### src/rtl/core/jdf_pkg.sv
// Package with byte codes, framer mode codes and payload types of the JSON framer.
package jdf_pkg;

   localparam int unsigned JDF_MAX_DEPTH = 255;

   localparam logic [7:0] ByteOpenBrace   = 8'h7B;
   localparam logic [7:0] ByteOpenBrack   = 8'h5B;
   localparam logic [7:0] ByteCloseBrace  = 8'h7D;
   localparam logic [7:0] ByteCloseBrack  = 8'h5D;
   localparam logic [7:0] ByteBackslash   = 8'h5C;
   localparam logic [7:0] ByteQuote       = 8'h22;
   localparam logic [7:0] ByteNewline     = 8'h0A;
   localparam logic [7:0] ByteSpace       = 8'h20;
   localparam logic [7:0] ByteTab         = 8'h09;
   localparam logic [7:0] ByteReturn      = 8'h0D;

   localparam logic [1:0] ModeIdle = 2'd0;
   localparam logic [1:0] ModeJunk = 2'd1;
   localparam logic [1:0] ModeDoc  = 2'd2;

   typedef struct packed {
      logic [7:0] data_byte;
   } jdf_req_type;

   typedef struct packed {
      logic in_document;
      logic doc_start;
      logic doc_end;
      logic nest_overflow;
   } jdf_flags_type;

   typedef struct packed {
      logic [7:0] out_byte;
      logic       in_document;
      logic       doc_start;
      logic       doc_end;
      logic       nest_overflow;
   } jdf_rsp_type;

endpackage

### src/rtl/core/jdf_step.sv
// Next-state and flag logic of the framer for one byte.
module jdf_step #(
   parameter int unsigned MAX_DEPTH = jdf_pkg::JDF_MAX_DEPTH,
   parameter int unsigned DEPTH_W   = $clog2(MAX_DEPTH + 1)
) (
   input  logic [7:0]            data_byte,
   input  logic [1:0]            mode_cur,
   input  logic [DEPTH_W-1:0]    depth_cur,
   input  logic                  str_cur,
   input  logic                  esc_cur,
   output logic [1:0]            mode_nxt,
   output logic [DEPTH_W-1:0]    depth_nxt,
   output logic                  str_nxt,
   output logic                  esc_nxt,
   output jdf_pkg::jdf_flags_type flags
);
   import jdf_pkg::*;

   localparam logic [DEPTH_W-1:0] DepthMax = DEPTH_W'(MAX_DEPTH);
   localparam logic [DEPTH_W-1:0] DepthOne = DEPTH_W'(1);

   logic                is_open;
   logic                is_close;
   logic                is_space;
   logic [DEPTH_W-1:0]  depth_dec;

   assign is_open  = (data_byte == ByteOpenBrace) || (data_byte == ByteOpenBrack);
   assign is_close = (data_byte == ByteCloseBrace) || (data_byte == ByteCloseBrack);
   assign is_space = (data_byte == ByteSpace) || (data_byte == ByteTab) ||
                     (data_byte == ByteReturn) || (data_byte == ByteNewline);
   assign depth_dec = (depth_cur != '0) ? depth_cur - DepthOne : depth_cur;

   always_comb begin
      mode_nxt  = mode_cur;
      depth_nxt = depth_cur;
      str_nxt   = str_cur;
      esc_nxt   = esc_cur;
      flags     = '0;
      unique case (mode_cur)
         ModeDoc: begin
            flags.in_document = 1'b1;
            if (str_cur) begin
               if (esc_cur) begin
                  esc_nxt = 1'b0;
               end else if (data_byte == ByteBackslash) begin
                  esc_nxt = 1'b1;
               end else if (data_byte == ByteQuote) begin
                  str_nxt = 1'b0;
               end
            end else if (data_byte == ByteQuote) begin
               str_nxt = 1'b1;
            end else if (is_open) begin
               if (depth_cur >= DepthMax) begin
                  depth_nxt           = DepthMax;
                  flags.nest_overflow = 1'b1;
               end else begin
                  depth_nxt = depth_cur + DepthOne;
               end
            end else if (is_close) begin
               depth_nxt = depth_dec;
               if (depth_dec == '0) begin
                  flags.doc_end = 1'b1;
                  mode_nxt      = ModeIdle;
                  str_nxt       = 1'b0;
                  esc_nxt       = 1'b0;
               end
            end
         end
         ModeJunk: begin
            if (data_byte == ByteNewline) begin
               mode_nxt = ModeIdle;
            end
         end
         default: begin
            // Idle; the unused mode code behaves the same way.
            mode_nxt = ModeIdle;
            if (is_space) begin
               mode_nxt = ModeIdle;
            end else if (is_open) begin
               mode_nxt          = ModeDoc;
               depth_nxt         = DepthOne;
               str_nxt           = 1'b0;
               esc_nxt           = 1'b0;
               flags.in_document = 1'b1;
               flags.doc_start   = 1'b1;
            end else begin
               mode_nxt = ModeJunk;
            end
         end
      endcase
   end

endmodule

### config.mk
export PLATFORM = sky130hd
export DESIGN_NAME = jdf_step
export DESIGN_NICKNAME = d
export VERILOG_FILES = /design/src/rtl/core/jdf_pkg.sv /design/src/rtl/core/jdf_step.sv
export SDC_FILE = /design/constraint.sdc
export NUM_CORES = 1
export LEC_CHECK = 0
export BUFFER_PORTS_ARGS = -buffer_cell sky130_fd_sc_hd__buf_2
export CAP_MARGIN = 15
export CORE_MARGIN = 5
export CORE_UTILIZATION = 49
export DETAILED_ROUTE_END_ITERATION = 12
export GPL_TIMING_DRIVEN = 0
export PLACE_DENSITY = 0.78
export RECOVER_POWER = 25
export SLEW_MARGIN = 20
export SYNTH_ARGS = -nofsm -noshare
export SYNTH_HDL_FRONTEND = slang
export SYNTH_SLANG_ARGS = --single-unit
### constraint.sdc
create_clock -name vclk -period 4.55
set_input_delay 0.2275 -clock vclk [all_inputs]
set_output_delay 0.2275 -clock vclk [all_outputs]
set_load 0.03 [all_outputs]
## Yosys cells after proc, flatten, opt, wreduce, memory -nomap -nowiden

Cells that the tools add are included.

| storage, ports and cells | value |
|---|---|
| flip-flop bits (word level) | 0 |
| bits of input ports | 20 |
| logic and storage cells | 71 |

| cells by class | value |
|---|---|
| add/sub/neg operators | 2 |
| order comparisons | 1 |
| equality and inequality tests | 12 |
| mux-type cells | 48 |
| reduce and logical (&&, ||, !) cells | 8 |

Operator list:

| operator | number |
|---|---|
| $mux 8 | 8 |
| $eq 8x7->1 const B | 5 |
| $mux 2 | 13 |
| $eq 8x4->1 const B | 3 |
| $mux 1 | 22 |
| $eq 8x6->1 const B | 2 |
| $pmux 8 s2 | 1 |
| $add 8x1->8 const B | 1 |
| $ge 8x8->1 const B | 1 |
| $logic_not 8->1 | 1 |
| $reduce_bool 8->1 | 1 |
| $sub 8x1->8 const B | 1 |
| $pmux 1 s2 | 3 |
| $logic_or 1x1->1 | 5 |
| $pmux 2 s2 | 1 |
| $eq 2x1->1 const B | 1 |
| $eq 2x2->1 const B | 1 |
| $reduce_or 2->1 | 1 |

## Longest topological paths before layout

| depth | value |
|---|---|
| depth in word-level cells | 9 |
| mapped depth | 8 |

## Worst setup path after synthesis

Ideal clock, no wire load.

| timing | value |
|---|---|
| kind | input to output |
| start | input depth_cur[0] |
| end | output flags[1] (netlist bit) |
| data arrival time | 2.305 ns |
| required time | 4.323 ns |
| path slack | 2.017 ns |
| cell stages on the path | 8 |
| buffers on the path | 1 |
| cell sequence | clkbuf_1 inv_1 ha_1 o21bai_1 a2111oi_0 o2111ai_1 a2111oi_4 and2_1 |

RTL lines:

| element | RTL line | text |
|---|---|---|
| start: declaration | jdf_step.sv:8 | `input logic [DEPTH_W-1:0] depth_cur,` |
| end: declaration | jdf_step.sv:15 | `output jdf_pkg::jdf_flags_type flags` |

==> results.json <==
{
  "grt_pass1_wl_um": 5680,
  "area_growth_pct": 19.0,
  "grt-ovfl-total": 0,
  "path_buf_inv": 4,
  "synth_seq_area_share": 0,
  "fin_crit_ps": 3060,
  "final_cell_mix": "buf_2, nand2_1, clkbuf_1, inv_1, nor2_1",
  "dieArea_mm2": 0.00317,
  "fin_ws_ps": 1490,
  "antenna_found_initial": 0,
  "p_leak_nw": 0.538,
  "min_path_type": "in -> out",
  "portBuffers": 34,
  "syn_inst": 166,
  "path_common_cell": "buf_2",
  "final_cells": 227,
  "tightest_slew_ps": 950,
  "ys_types": 56,
  "dpl.hpwl_um": 2800,
  "rows": 16,
  "netlist_area_mm2": 0.00105,
  "synth_nets": 191,
  "post_drt_wl_per_cell_um": 15.1,
  "yosysWarningCount": 0,
  "slew_headroom": 0.361,
  "pre_cts_ws_ps": 1540,
  "antenna_left": 0,
  "n_antenna_cell": 0,
  "drt_iter0_drc": 70,
  "vias_per_cell": 6.42,
  "n_fill_cell": 205,
  "final_net_count": 227,
  "wl_um": 3430,
  "cp-start-kind": "input pin",
  "dpl.cell_count": 227,
  "vias": 1458,
  "multiInputGateArea_um2": 961,
  "drt-pass1-iter-count": 4,
  "die_y_um": 56.3,
  "setup_viol": 0,
  "power.density_mw_per_mm2": 97.3,
  "post_cts_buffers": 0,
  "nClkBuffers": 0,
  "crit_slowest_cell": "a2111oi_4",
  "start_util": 0.526,
  "cts_resized": 0,
  "placed_area_mm2": 0.00126,
  "grtUsageTotal": 0.204,
  "fmax_mhz": 327,
  "core_mm2": 0.00200,
  "finalHoldViolCount": 0,
  "drv_cap": 0,
  "required_ps": 4320,
  "syn_avg_cell_area_um2": 6.34,
  "grt_max_degree": 11,
  "drive_above_1_share": 0.195,
  "endpoint_kind": "primary output",
  "crit_chain": "buf_2 -> clkbuf_1 -> inv_1 -> ha_1 -> o21bai_1 -> a2111oi_0 -> o2111ai_1 -> a2111oi_4 -> and2_1 -> buf_2",
  "crit_fanout": 10,
  "cts_hold_buf": 0,
  "regArea_um2": 0,
  "max_stage_delay_ps": 510,
  "worstPathArrival_ps": 2830,
  "tns_ps": 0,
  "drc": 0,
  "critPathTopFamily": "compound AO/OA/AOI/OAI gates",
  "status": "finished clean",
  "utilization": 0.626,
  "ios": 36,
  "grt_pass1_vias": 1379,
  "grt_setup_unrepaired": "false",
  "criticalPathCategory": "in -> out",
  "die_w_um": 56.3,
  "gp_congestion": 0.973,
  "drv_slew": 0,
  "peakVddDrop_mv": 0.0559,
  "design_area_mm2": 0.00125,
  "period_share": 0.673,
  "final_common_cell": "buf_2",
  "design.seq.count": 0
}
==> kinds of logic (layout without fill, tap and decap cells) <==
group                      after synthesis  in the layout  synth area share
muxes                                    2              2            0.0238
adders and majority gates                5              5            0.0595
buffers and inverters                   24             58            0.0868
and+or+nand+nor                         77             77             0.400
AOI/OAI and AO/OA                       55             55             0.405
xor gates and xnor gates                 3              3            0.0250
==> worst min-delay path, stage by stage <==
cell and delay, ps:
buf_2 120, nand2_1 60, o21ai_1 50, buf_2 170
==> power by group <==
group / switching [mW] / total [mW] / internal (mW)
registers: 0 / 0 / 0
logic: 0.0798 / 0.122 / 0.0420
clock network: 0 / 0 / 0
==> per-stage QoR <==
| stage | hold slack (ps) | power, mW |
|---|---|---|
| after floorplan | 676 | 0.0830 |
| after global placement | 839 | 0.118 |
| after detailed placement | 854 | 0.120 |
| after CTS | 852 | 0.121 |
| after global routing | 882 | 0.132 |
| final | 849 | 0.122 |
==> worst paths after layout <==
path,start,endpoint,slack [ps],cells after the start
worst max-delay path,depth_cur[0],flags[1],1490,10
worst min-delay path,mode_cur[0],mode_nxt[0],850,4
==> routing by layer <==
layer / GRT usage / wire, µm / vias up
li1: - / - / 713
met3: 0.0183 / 205 / 10
met4: 0.0644 / 87 / 0
met2: 0.366 / 1680 / 56
met1: 0.253 / 1470 / 679
met5: 0 / 0 / -
==> cell usage after synthesis (2+ instances only) <==
cell type	n	area share
or3b_1	2	0.017
a31o_2	3	0.025
or2_2	2	0.012
and3_1	2	0.012
and4_1	2	0.017
nor4bb_1	2	0.019
nand3_1	6	0.029
a211oi_1	8	0.057
or3_1	2	0.012
a221oi_1	2	0.017
clkbuf_1	11	0.039
a21oi_1	6	0.029
o21ai_1	3	0.014
a21o_1	4	0.029
nor2_1	12	0.043
nor3_1	7	0.033
ha_1	5	0.059
nor3b_1	2	0.014
a211o_1	2	0.017
o21a_1	2	0.014
nor2b_1	2	0.012
nor4_1	4	0.024
o21ai_0	5	0.024
nand2_1	19	0.068
o22ai_1	2	0.012
and2_1	3	0.018
inv_1	12	0.043
xnor2_1	2	0.017
a2111oi_0	2	0.017
nand4_1	4	0.024
==> final cells by class <==
class | instances | area share
inverter | 12 | 0.0360
buffer | 12 | 0.0370
timing repair buffer | 34 | 0.133
multi-input combinational | 142 | 0.767
tap | 27 | 0.0270
No activity file was read; power rests on OpenSTA's default activity.
